<file path="src/hw/rtl/widget_hit_test_and_focus_table_assert.svh">
// Assertion macros for the widget hit-test and focus table.
// Included by the modules that check their own control logic.
`ifndef WIDGET_HIT_TEST_AND_FOCUS_TABLE_ASSERT_SVH
`define WIDGET_HIT_TEST_AND_FOCUS_TABLE_ASSERT_SVH

// same-cycle implication, disabled during reset
`define WHFT_ASSERT_NOW(label, clk, rst_n, ante, cons, msg) \
    label: assert property (@(posedge clk) disable iff (!(rst_n)) (ante) |-> (cons)) \
        else $error(msg);

// next-cycle implication, disabled during reset
`define WHFT_ASSERT_NEXT(label, clk, rst_n, ante, cons, msg) \
    label: assert property (@(posedge clk) disable iff (!(rst_n)) (ante) |=> (cons)) \
        else $error(msg);

`endif

</file>
<file path="src/hw/rtl/whft_pkg.sv">
// Shared types, codes and defaults for the widget hit-test and focus table.
// No dependencies.
`timescale 1ns / 1ps

package whft_pkg;

    localparam int MAX_WIDGETS_DEF = 64;

    localparam logic [2:0] ACT_WRITE   = 3'd0;
    localparam logic [2:0] ACT_HIT     = 3'd1;
    localparam logic [2:0] ACT_NEXT    = 3'd2;
    localparam logic [2:0] ACT_PREV    = 3'd3;
    localparam logic [2:0] ACT_HOLD    = 3'd4;
    localparam logic [2:0] ACT_RELEASE = 3'd5;

    localparam logic [1:0] STS_OK    = 2'd0;
    localparam logic [1:0] STS_RANGE = 2'd1;
    localparam logic [1:0] STS_BUSY  = 2'd2;

    localparam logic [1:0] KIND_BUTTON = 2'd1;
    localparam logic [1:0] KIND_LIST   = 2'd2;
    localparam logic [1:0] KIND_TEXT   = 2'd3;

    localparam logic [1:0] SCAN_HIT  = 2'd0;
    localparam logic [1:0] SCAN_NEXT = 2'd1;
    localparam logic [1:0] SCAN_PREV = 2'd2;

    typedef struct packed {
        logic [2:0]         action;
        logic [5:0]         entry_index;
        logic signed [15:0] pos_x;
        logic signed [15:0] pos_y;
        logic [14:0]        rect_width;
        logic [14:0]        rect_height;
        logic [1:0]         widget_kind;
        logic               is_active;
        logic               grayed_out;
        logic               skip_focus;
        logic [2:0]         mouse_button;
    } t_in_item;

    typedef struct packed {
        logic [1:0] status;
        logic       hit_found;
        logic [5:0] hit_index;
        logic       focus_valid;
        logic [5:0] focus_index;
        logic       held_valid;
        logic [5:0] held_index;
        logic [2:0] held_button;
    } t_out_item;

    typedef struct packed {
        logic signed [15:0] left;
        logic signed [15:0] top;
        logic [14:0]        width;
        logic [14:0]        height;
        logic               focusable;
    } t_entry;

    typedef struct packed {
        logic       start;
        logic [1:0] mode;
        logic       focus_has;
    } t_scan_cmd;

    typedef struct packed {
        logic done;
        logic found;
    } t_scan_res;

endpackage

</file>
<file path="src/hw/rtl/widget_hit_test_and_focus_table.sv">
// Widget hit-test and focus table, top level; uses whft_pkg, whft_mem, whft_scan.
// Write, hold, release and no-op items go through the execute and done states; hit
// tests and focus searches also scan the table, focus searches in up to two passes.
// One item at a time; the table read port walks one entry per cycle.
// Reset clears count, focus and hold; table contents stay undefined until written.
`timescale 1ns / 1ps

module widget_hit_test_and_focus_table #(
    parameter int MAX_WIDGETS = whft_pkg::MAX_WIDGETS_DEF
) (
    input  logic                i_clk,
    input  logic                i_rst_n,
    input  logic                i_in_valid,
    output logic                o_in_stall,
    input  whft_pkg::t_in_item  i_in_item,
    output logic                o_out_valid,
    input  logic                i_out_stall,
    output whft_pkg::t_out_item o_out_item,
    input  logic                i_cfg_we,
    input  logic [6:0]          i_cfg_wdata
);
    import whft_pkg::*;
    `include "widget_hit_test_and_focus_table_assert.svh"

    localparam int IW = $clog2(MAX_WIDGETS);
    localparam int NW = $clog2(MAX_WIDGETS + 1);
    localparam int CW = (NW > 7) ? NW : 7;

    localparam logic [1:0] ST_IDLE = 2'd0;
    localparam logic [1:0] ST_EXEC = 2'd1;
    localparam logic [1:0] ST_SCAN = 2'd2;
    localparam logic [1:0] ST_DONE = 2'd3;

    logic [1:0]    r_state;
    t_in_item      r_item;
    logic [6:0]    r_wcount;
    logic          r_focus_has;
    logic [IW-1:0] r_focus;
    logic          r_held_has;
    logic [5:0]    r_held;
    logic [2:0]    r_held_btn;
    logic [1:0]    r_status;
    logic          r_hit_found;
    logic [5:0]    r_hit_idx;
    logic          r_out_valid;
    t_out_item     r_out;

    logic [NW-1:0] used;
    logic          idx_fits, idx_in_use, out_free, accept, load, is_focus;
    t_entry        wdata, rdata;
    logic          mem_we, rd_en;
    logic [IW-1:0] rd_addr, scan_idx;
    t_scan_cmd     cmd;
    t_scan_res     res;

    always_comb begin
        used = (CW'(r_wcount) > CW'(MAX_WIDGETS)) ? NW'(MAX_WIDGETS) : NW'(r_wcount);
        idx_fits   = 32'(r_item.entry_index) < 32'(MAX_WIDGETS);
        idx_in_use = 32'(r_item.entry_index) < 32'(used);
        is_focus   = (r_item.action == ACT_NEXT) || (r_item.action == ACT_PREV);
        out_free   = !r_out_valid || !i_out_stall;
        accept     = i_in_valid && !o_in_stall;
        load       = (r_state == ST_DONE) && out_free;

        wdata.left      = r_item.pos_x;
        wdata.top       = r_item.pos_y;
        wdata.width     = r_item.rect_width;
        wdata.height    = r_item.rect_height;
        wdata.focusable = r_item.is_active &&
            ((r_item.widget_kind == KIND_BUTTON && !r_item.grayed_out && !r_item.skip_focus) ||
             r_item.widget_kind == KIND_LIST || r_item.widget_kind == KIND_TEXT);
        mem_we = (r_state == ST_EXEC) && (r_item.action == ACT_WRITE) && idx_fits;

        cmd.start = (r_state == ST_EXEC) &&
            ((r_item.action == ACT_HIT) || (is_focus && used != '0));
        cmd.mode = (r_item.action == ACT_HIT)  ? SCAN_HIT :
                   (r_item.action == ACT_NEXT) ? SCAN_NEXT : SCAN_PREV;
        cmd.focus_has = r_focus_has;
    end

    whft_mem #(.MAX_WIDGETS(MAX_WIDGETS)) u_mem (
        .i_clk   (i_clk),
        .i_we    (mem_we),
        .i_waddr (IW'(r_item.entry_index)),
        .i_wdata (wdata),
        .i_re    (rd_en),
        .i_raddr (rd_addr),
        .o_rdata (rdata)
    );

    whft_scan #(.MAX_WIDGETS(MAX_WIDGETS)) u_scan (
        .i_clk     (i_clk),
        .i_rst_n   (i_rst_n),
        .i_cmd     (cmd),
        .i_count   (used),
        .i_focus   (r_focus),
        .i_pt_x    (r_item.pos_x),
        .i_pt_y    (r_item.pos_y),
        .o_rd_en   (rd_en),
        .o_rd_addr (rd_addr),
        .i_rd_data (rdata),
        .o_res     (res),
        .o_index   (scan_idx)
    );

    always_ff @(posedge i_clk) begin
        if (!i_rst_n) begin
            r_state     <= ST_IDLE;
            r_wcount    <= '0;
            r_focus_has <= 1'b0;
            r_focus     <= '0;
            r_held_has  <= 1'b0;
            r_held      <= '0;
            r_held_btn  <= '0;
            r_out_valid <= 1'b0;
        end else begin
            if (i_cfg_we) begin
                r_wcount <= i_cfg_wdata;
            end
            if (load) begin
                r_out_valid <= 1'b1;
            end else if (!i_out_stall) begin
                r_out_valid <= 1'b0;
            end
            unique case (r_state)
                ST_IDLE: begin
                    if (accept) begin
                        r_state <= ST_EXEC;
                    end
                end
                ST_EXEC: begin
                    r_state <= cmd.start ? ST_SCAN : ST_DONE;
                    if (r_item.action == ACT_HOLD && idx_in_use && !r_held_has) begin
                        r_held_has <= 1'b1;
                        r_held     <= r_item.entry_index;
                        r_held_btn <= r_item.mouse_button;
                    end
                    if (r_item.action == ACT_RELEASE && idx_in_use) begin
                        r_held_has <= 1'b0;
                        r_held     <= '0;
                        r_held_btn <= '0;
                    end
                end
                ST_SCAN: begin
                    if (res.done) begin
                        r_state <= ST_DONE;
                        if (r_item.action != ACT_HIT) begin
                            r_focus_has <= res.found;
                            r_focus     <= res.found ? scan_idx : '0;
                        end
                    end
                end
                ST_DONE: begin
                    if (out_free) begin
                        r_state <= ST_IDLE;
                    end
                end
                default: begin
                    r_state <= ST_IDLE;
                end
            endcase
        end
    end

    always_ff @(posedge i_clk) begin
        if (accept) begin
            r_item      <= i_in_item;
            r_status    <= STS_OK;
            r_hit_found <= 1'b0;
            r_hit_idx   <= '0;
        end
        if (r_state == ST_EXEC) begin
            unique case (r_item.action)
                ACT_WRITE: begin
                    if (!idx_fits) begin
                        r_status <= STS_RANGE;
                    end
                end
                ACT_HOLD: begin
                    if (!idx_in_use) begin
                        r_status <= STS_RANGE;
                    end else if (r_held_has) begin
                        r_status <= STS_BUSY;
                    end
                end
                ACT_RELEASE: begin
                    if (!idx_in_use) begin
                        r_status <= STS_RANGE;
                    end
                end
                default: begin
                    r_status <= r_status;
                end
            endcase
        end
        if (r_state == ST_SCAN && res.done && r_item.action == ACT_HIT) begin
            r_hit_found <= res.found;
            r_hit_idx   <= res.found ? 6'(scan_idx) : 6'd0;
        end
        if (load) begin
            r_out.status      <= r_status;
            r_out.hit_found   <= r_hit_found;
            r_out.hit_index   <= r_hit_idx;
            r_out.focus_valid <= r_focus_has;
            r_out.focus_index <= 6'(r_focus);
            r_out.held_valid  <= r_held_has;
            r_out.held_index  <= r_held;
            r_out.held_button <= r_held_btn;
        end
    end

    assign o_in_stall  = (r_state != ST_IDLE);
    assign o_out_valid = r_out_valid;
    assign o_out_item  = r_out;

    `WHFT_ASSERT_NEXT(a_accept_busy, i_clk, i_rst_n, i_in_valid && !o_in_stall, o_in_stall, "item taken while busy")
    `WHFT_ASSERT_NOW(a_focus_not_root, i_clk, i_rst_n, r_focus_has, r_focus != '0, "focus on root entry")
    `WHFT_ASSERT_NOW(a_hold_clear, i_clk, i_rst_n, !r_held_has, r_held == 6'd0 && r_held_btn == 3'd0, "stale hold state")

endmodule

</file>
<file path="src/hw/rtl/whft_mem.sv">
// Entry table: one write port, one read port with registered read data.
// Depends on whft_pkg for the entry type.
`timescale 1ns / 1ps

module whft_mem #(
    parameter int MAX_WIDGETS = whft_pkg::MAX_WIDGETS_DEF
) (
    input  logic                             i_clk,
    input  logic                             i_we,
    input  logic [$clog2(MAX_WIDGETS)-1:0]   i_waddr,
    input  whft_pkg::t_entry                 i_wdata,
    input  logic                             i_re,
    input  logic [$clog2(MAX_WIDGETS)-1:0]   i_raddr,
    output whft_pkg::t_entry                 o_rdata
);
    import whft_pkg::*;

    t_entry r_mem [MAX_WIDGETS];
    t_entry r_rdata;

    always_ff @(posedge i_clk) begin
        if (i_we) begin
            r_mem[i_waddr] <= i_wdata;
        end
    end

    always_ff @(posedge i_clk) begin
        if (i_re) begin
            r_rdata <= r_mem[i_raddr];
        end
    end

    assign o_rdata = r_rdata;

endmodule

</file>
<file path="src/hw/rtl/whft_scan.sv">
// Scan engine: walks the entry table one entry per cycle for hit tests
// and focus searches, in up to two passes. Depends on whft_pkg.
`timescale 1ns / 1ps

module whft_scan #(
    parameter int MAX_WIDGETS = whft_pkg::MAX_WIDGETS_DEF
) (
    input  logic                               i_clk,
    input  logic                               i_rst_n,
    input  whft_pkg::t_scan_cmd                i_cmd,
    input  logic [$clog2(MAX_WIDGETS+1)-1:0]   i_count,
    input  logic [$clog2(MAX_WIDGETS)-1:0]     i_focus,
    input  logic signed [15:0]                 i_pt_x,
    input  logic signed [15:0]                 i_pt_y,
    output logic                               o_rd_en,
    output logic [$clog2(MAX_WIDGETS)-1:0]     o_rd_addr,
    input  whft_pkg::t_entry                   i_rd_data,
    output whft_pkg::t_scan_res                o_res,
    output logic [$clog2(MAX_WIDGETS)-1:0]     o_index
);
    import whft_pkg::*;
    `include "widget_hit_test_and_focus_table_assert.svh"

    localparam int IW = $clog2(MAX_WIDGETS);
    localparam int NW = $clog2(MAX_WIDGETS + 1);
    localparam logic S_IDLE = 1'b0;
    localparam logic S_RUN  = 1'b1;

    logic          r_state, n_state;
    logic [1:0]    r_mode, n_mode;
    logic          r_desc, n_desc;
    logic [NW-1:0] r_ptr, n_ptr;
    logic [NW-1:0] r_lo, n_lo;
    logic [NW-1:0] r_hi, n_hi;
    logic          r_iss, n_iss;
    logic          r_p2_pend, n_p2_pend;
    logic          r_chk_vld, n_chk_vld;
    logic [IW-1:0] r_chk_idx, n_chk_idx;
    logic          r_done, n_done;
    logic          r_found, n_found;
    logic [IW-1:0] r_index, n_index;

    logic          desc, p1_use, p2_has, p1_live, p2_live, pd, last, match;
    logic [NW-1:0] foc_ext, p1_lo, p1_hi, p1_ptr, p2_ptr;
    logic signed [16:0] x_end, y_end, pt_x, pt_y;
    logic          in_x, in_y;

    // pass bounds, half-open [lo, hi)
    always_comb begin
        foc_ext = NW'(i_focus);
        desc    = 1'b1;
        p1_lo   = '0;
        p1_hi   = i_count;
        p1_use  = 1'b0;
        p2_has  = 1'b0;
        unique case (i_cmd.mode)
            SCAN_HIT: begin
                p1_use = 1'b1;
            end
            SCAN_NEXT: begin
                desc   = 1'b0;
                p1_lo  = foc_ext + NW'(1);
                p1_use = i_cmd.focus_has;
                p2_has = 1'b1;
            end
            SCAN_PREV: begin
                p1_lo  = NW'(1);
                p1_hi  = (foc_ext < i_count) ? foc_ext : i_count;
                p1_use = i_cmd.focus_has;
                p2_has = 1'b1;
            end
            default: begin
                p1_use = 1'b0;
            end
        endcase
        p1_live = p1_use && (p1_lo < p1_hi);
        p1_ptr  = desc ? (p1_hi - NW'(1)) : p1_lo;
        p2_live = NW'(1) < i_count;
        pd      = (r_state == S_IDLE) ? desc : r_desc;
        p2_ptr  = pd ? (i_count - NW'(1)) : NW'(1);
        last    = r_desc ? (r_ptr == r_lo) : ((r_ptr + NW'(1)) == r_hi);
    end

    // containment test, half-open bounds
    always_comb begin
        pt_x  = 17'(i_pt_x);
        pt_y  = 17'(i_pt_y);
        x_end = 17'(i_rd_data.left) + $signed({2'b00, i_rd_data.width});
        y_end = 17'(i_rd_data.top) + $signed({2'b00, i_rd_data.height});
        in_x  = (i_pt_x >= i_rd_data.left) && (pt_x < x_end);
        in_y  = (i_pt_y >= i_rd_data.top) && (pt_y < y_end);
        match = r_chk_vld && ((r_mode == SCAN_HIT) ? (in_x && in_y) : i_rd_data.focusable);
    end

    always_comb begin
        n_state   = r_state;
        n_mode    = r_mode;
        n_desc    = r_desc;
        n_ptr     = r_ptr;
        n_lo      = r_lo;
        n_hi      = r_hi;
        n_iss     = r_iss;
        n_p2_pend = r_p2_pend;
        n_chk_vld = r_chk_vld;
        n_chk_idx = r_chk_idx;
        n_done    = 1'b0;
        n_found   = r_found;
        n_index   = r_index;
        if (r_state == S_IDLE) begin
            if (i_cmd.start) begin
                n_state   = S_RUN;
                n_mode    = i_cmd.mode;
                n_desc    = desc;
                n_chk_vld = 1'b0;
                if (p1_live) begin
                    n_ptr     = p1_ptr;
                    n_lo      = p1_lo;
                    n_hi      = p1_hi;
                    n_iss     = 1'b1;
                    n_p2_pend = p2_has;
                end else if (p2_has && p2_live) begin
                    n_ptr     = p2_ptr;
                    n_lo      = NW'(1);
                    n_hi      = i_count;
                    n_iss     = 1'b1;
                    n_p2_pend = 1'b0;
                end else begin
                    n_iss     = 1'b0;
                    n_p2_pend = 1'b0;
                end
            end
        end else begin
            if (match) begin
                n_state   = S_IDLE;
                n_iss     = 1'b0;
                n_chk_vld = 1'b0;
                n_p2_pend = 1'b0;
                n_done    = 1'b1;
                n_found   = 1'b1;
                n_index   = r_chk_idx;
            end else if (!r_iss && !r_chk_vld) begin
                if (r_p2_pend && p2_live) begin
                    n_ptr     = p2_ptr;
                    n_lo      = NW'(1);
                    n_hi      = i_count;
                    n_iss     = 1'b1;
                    n_p2_pend = 1'b0;
                end else begin
                    n_state   = S_IDLE;
                    n_p2_pend = 1'b0;
                    n_done    = 1'b1;
                    n_found   = 1'b0;
                    n_index   = '0;
                end
            end else begin
                n_chk_vld = r_iss;
                n_chk_idx = r_ptr[IW-1:0];
                if (r_iss) begin
                    if (last) begin
                        n_iss = 1'b0;
                    end else begin
                        n_ptr = r_desc ? (r_ptr - NW'(1)) : (r_ptr + NW'(1));
                    end
                end
            end
        end
    end

    always_ff @(posedge i_clk) begin
        if (!i_rst_n) begin
            r_state   <= S_IDLE;
            r_iss     <= 1'b0;
            r_p2_pend <= 1'b0;
            r_chk_vld <= 1'b0;
            r_done    <= 1'b0;
        end else begin
            r_state   <= n_state;
            r_iss     <= n_iss;
            r_p2_pend <= n_p2_pend;
            r_chk_vld <= n_chk_vld;
            r_done    <= n_done;
        end
    end

    always_ff @(posedge i_clk) begin
        r_mode    <= n_mode;
        r_desc    <= n_desc;
        r_ptr     <= n_ptr;
        r_lo      <= n_lo;
        r_hi      <= n_hi;
        r_chk_idx <= n_chk_idx;
        r_found   <= n_found;
        r_index   <= n_index;
    end

    assign o_rd_en     = (r_state == S_RUN) && r_iss;
    assign o_rd_addr   = r_ptr[IW-1:0];
    assign o_res.done  = r_done;
    assign o_res.found = r_found;
    assign o_index     = r_index;

    `WHFT_ASSERT_NEXT(a_done_pulse, i_clk, i_rst_n, r_done, !r_done, "scan done held")
    `WHFT_ASSERT_NOW(a_found_range, i_clk, i_rst_n, r_done && r_found, NW'(r_index) < i_count, "scan index past count")
    `WHFT_ASSERT_NOW(a_idle_quiet, i_clk, i_rst_n, r_state == S_IDLE, !r_iss && !r_chk_vld, "scan active while idle")

endmodule

</file>
<file path="config.mk">
export PLATFORM = sky130hd
export DESIGN_NAME = widget_hit_test_and_focus_table
export DESIGN_NICKNAME = d
export VERILOG_FILES = /design/src/hw/rtl/whft_pkg.sv /design/src/hw/rtl/widget_hit_test_and_focus_table.sv /design/src/hw/rtl/whft_mem.sv /design/src/hw/rtl/whft_scan.sv
export VERILOG_INCLUDE_DIRS = /design/src /design/src/hw/rtl
export SDC_FILE = /design/constraint.sdc
export NUM_CORES = 2
export LEC_CHECK = 0
export ABC_AREA = 1
export BUFFER_PORTS_ARGS = -buffer_cell sky130_fd_sc_hd__buf_2
export CELL_PAD_IN_SITES_DETAIL_PLACEMENT = 0
export CELL_PAD_IN_SITES_GLOBAL_PLACEMENT = 1
export CORE_MARGIN = 1.5
export CORE_UTILIZATION = 53
export DETAILED_ROUTE_END_ITERATION = 8
export PLACE_DENSITY = 0.84
export SLEW_MARGIN = 15
export SYNTH_ARGS = -nofsm -noshare
export SYNTH_HDL_FRONTEND = slang
export SYNTH_SLANG_ARGS = --single-unit
</file>
<file path="constraint.sdc">
create_clock -name i_clk -period 8.5 [get_ports i_clk]
set_input_delay 0.425 -clock i_clk [delete_from_list [all_inputs] [get_ports i_clk]]
set_output_delay 0.425 -clock i_clk [all_outputs]
set_load 0.1 [all_outputs]
</file>
==> results.sh <==
export IMPL_ant_nets=0
export IMPL_clkTransAtPathRegs_ns=0.07
export IMPL_switchingPower_mw=14.7
export IMPL_status="completed"
export IMPL_p_comb_share_pct=16.8
export IMPL_synth_cell_types=55
export IMPL_power_density_nw_per_um2=272
export IMPL_antenna_found_initial=43
export IMPL_area_growth_pct=11.8
export IMPL_cp_arrival_ns=6.20
export IMPL_fin_tns_setup_ns=0
export IMPL_busiest_layer="met2"
export IMPL_num_rows=205
export IMPL_cts_tree="yes"
export IMPL_post_route_util_pct=59.7
export IMPL_cts_buffers=414
export IMPL_dpl_cell_count=15533
export IMPL_leakagePower_nw=58.2
export IMPL_hold_viol=0
export IMPL_swShare_pct=29.0
export IMPL_cap_violations=0
export IMPL_cts_root_buf="clkbuf_16"
export IMPL_routed_wl_um=548000
export IMPL_crit_type="flip-flop to flip-flop"
export IMPL_grt_util_all_layers_pct=33.8
export IMPL_ff2ff_path_depth=28
export IMPL_ir_drop_mv=0.206
export IMPL_grtUsageMet3_pct=9.09
export IMPL_yosys_warnings=0
export IMPL_slowest_delay_ns=0.67
export IMPL_async_reset_ff_share_pct=0
export IMPL_pre_cts_ws_ns=2.95
export IMPL_drt_iter0_drc=19654
export IMPL_clock_fmax_mhz=179
export IMPL_gp_congestion=0.864
export IMPL_io_pin_count=119
export IMPL_r2r_slack_ns=2.93
export IMPL_syn_nets=12093
export IMPL_cts_setup_buffers=0
export IMPL_syn_avg_cell_area_um2=14.1
export IMPL_synth_top_flop_cell="edfxtp_1"
export IMPL_skew_ns=0.0569
export IMPL_clkPwrFrac_pct=35.2
export IMPL_max_slew_margin_pct=8.28
export IMPL_nets=12126
export IMPL_die_area_um2=319000
export IMPL_grtUsageMet2_pct=50.1
export IMPL_clock_latency_ns=1.01
export IMPL_synth_edf_count=4246
export IMPL_min_period_ns=5.57
export IMPL_clk_path_buf_depth=4
export IMPL_numClockSinks=4278
export IMPL_placed_area_um2=173000
export IMPL_grt_max_degree=176
export IMPL_grt_pass1_wl_um=772000
export IMPL_h_tree_depth=5
export IMPL_internal_power_mw=36.0
export IMPL_die_w_um=564
export IMPL_drc_errors=0
export IMPL_drt_pass1_iter_count=6
export IMPL_whs_ns=0.137
export IMPL_tightest_slew_ns=1.37
export IMPL_grt_pass1_vias=107939
export IMPL_grt_setup_unrepaired="no"
export IMPL_hp_class="primary input to flip-flop"
export IMPL_numPortBuffers=118
export IMPL_hold_path_depth=2
export IMPL_ys_ff_latch=4278
export IMPL_critPathLaunchType="flip-flop"
export IMPL_start_util_pct=53.4
export IMPL_crit_fanout=11
export IMPL_grt_use_met1_pct=45.6
export IMPL_instances_no_fill=16400
export IMPL_die_y_um=564
export IMPL_crit_slowest_cell="nor2_1"
export IMPL_mappedNetlistArea_um2=167000
export IMPL_drive_above_1_share_pct=8.74
export IMPL_path_common_cell="nand2_1"
export IMPL_setup_slack_ns=2.93
export IMPL_endpoint_kind="flip-flop"
export IMPL_finalPower_mw=50.8
export IMPL_core_um2=313000
export IMPL_overflow=0
export IMPL_yosysSeqAreaShare_pct=76.7
export IMPL_viasPerCell=6.95
export IMPL_syn_instance_count=11879
export IMPL_detail_route_wl_per_cell_um=33.4
export IMPL_via_count=114022
export IMPL_fin_crit_sh_pct=65.5
export IMPL_slew_viol_final=0
export IMPL_dp_hpwl_um=268000
export IMPL_setup_violations=0
export IMPL_design_area_um2=187000
export IMPL_seq_power_share_pct=48.0
export IMPL_critPathRequiredTime_ns=9.13
-- flip-flops by register name (all words and copies together), names as in the netlist, 6 cells and up --
| signal | cells |
|---|---|
| r_wcount | 7 |
| u_mem.o_rdata | 63 |
| o_out_item | 26 |
| r_item | 79 |
| r_held | 6 |
| u_scan.o_index | 6 |
| r_focus | 6 |
| u_scan.r_hi | 7 |
| u_scan.r_chk_idx | 6 |
| u_scan.r_ptr | 7 |
| u_scan.r_lo | 7 |
| u_mem.r_mem | 4032 |
| r_hit_idx | 6 |
-- kinds of logic (layout without fill, tap and decap cells) --
kind of cell	Yosys count	after routing	share of synthesized area [%]
AOI/OAI and AO/OA	2266	2266	7.73
xor gates and xnor gates	38	38	0.199
adders and majority gates	123	123	0.930
buffers and inverters	1079	1452	2.62
DFF	4278	4278	76.7
muxes	1	1	0.00599
other	0	8	0
and+or+nand+nor	4094	4094	11.8
-- power groups by stage --
| stage | clock network, mW | registers [mW] | logic, mW |
|---|---|---|---|
| 6_report | 17.9 | 24.4 | 8.51 |
| 5_1_grt | 18.7 | 24.4 | 8.96 |
| 4_1_cts | 17.9 | 24.4 | 8.26 |
| 3_5_place_dp | 0 | 24.8 | 8.19 |
| 3_3_place_gp | 0 | 24.8 | 8.02 |
| 2_1_floorplan | 0 | 25.4 | 4.39 |
-- layout by cell type, fill, tap and decap left out, types with 6 or more instances in the layout --
| cell type | instances |
|---|---|
| nand2_1 | 297 |
| clkinv_1 | 119 |
| o211ai_1 | 60 |
| a31oi_1 | 21 |
| clkbuf_16 | 416 |
| bufinv_16 | 27 |
| xor2_1 | 24 |
| buf_12 | 59 |
| clkbuf_1 | 84 |
| xnor2_1 | 14 |
| inv_8 | 6 |
| nand3_1 | 372 |
| o22ai_1 | 464 |
| nand4_1 | 16 |
| dlygate4sd3_1 | 103 |
| clkinvlp_4 | 12 |
| o31ai_1 | 13 |
| a21oi_1 | 140 |
| o221ai_1 | 161 |
| o21ai_0 | 1315 |
| inv_1 | 163 |
| o21ai_1 | 43 |
| inv_2 | 7 |
| ha_1 | 121 |
| clkinv_16 | 14 |
| clkinv_8 | 7 |
| nor2_4 | 66 |
| nor2_1 | 1055 |
| nor4_1 | 749 |
| edfxtp_1 | 4246 |
| diode_2 | 8 |
| buf_4 | 234 |
| dfxtp_1 | 32 |
| buf_2 | 118 |
| clkinv_2 | 66 |
| nor3_1 | 1520 |
-- area by class of cell --
| type | instances | area [um^2] |
|---|---|---|
| repair buffers | 514 | 4560 |
| clock buffers | 502 | 10800 |
| clock inverters | 254 | 2320 |
| diodes | 8 | 20.0 |
| multi-input cells | 6522 | 35100 |
| well taps | 4140 | 5180 |
| fillers | 22937 | 126000 |
| flip-flops and latches | 4278 | 128000 |
| inverters | 182 | 731 |
-- path summary, 6_finish.rpt --
| path | from | end |
|---|---|---|
| worst min-delay path | i_in_item[68] | r_item[68] |
| worst max-delay path | u_mem.o_rdata[35] | u_scan.o_index[1] |
| worst min register to register | r_hit_idx[3] | o_out_item[20] |
| worst max register to register | u_mem.o_rdata[35] | u_scan.o_index[1] |
-- timing repair --
action	4_1_cts	5_1_grt
hold endpoints to repair	94	0
hold buffers	103	0
resized for setup	0	0
-- cell usage after synthesis, drive strengths merged (5+ instances only) --
cell type / n / area, um^2
edfxtp: 4246 / 128000
nor2: 1125 / 4240
nor3: 1520 / 7610
a31oi: 21 / 131
xnor2: 14 / 123
o211ai: 60 / 450
o21a: 5 / 37.5
nand4: 16 / 100
o31ai: 13 / 97.6
nand2: 303 / 1170
o221ai: 161 / 1410
nor4: 749 / 4690
o21ai: 1364 / 6860
nand3b: 5 / 37.5
buf: 325 / 1560
ha: 121 / 1510
o311ai: 5 / 43.8
dfxtp: 32 / 641
clkbuf: 572 / 2150
xor2: 24 / 210
nand3: 375 / 1890
a21oi: 142 / 714
o22ai: 464 / 2900
inv: 178 / 668
-- metal layers --
layer / vias up / routed length (um)
met5: - / 336
met4: 50 / 34700
met3: 1823 / 82200
met2: 9599 / 239000
met1: 56283 / 192000
li1: 46267 / -
-- critical path: cells and delay by family (launching register included) --
family / cells / cell delay, ns
buffers and inverters: 3 / 0.39
AO/OA/AOI/OAI: 5 / 1.19
XOR/XNOR: 1 / 0.14
flip-flops: 1 / 0.40
AND/OR/NAND/NOR: 17 / 2.40
adder cells (fa/ha/maj): 2 / 0.69
Power figures use the tool's default switching activity.
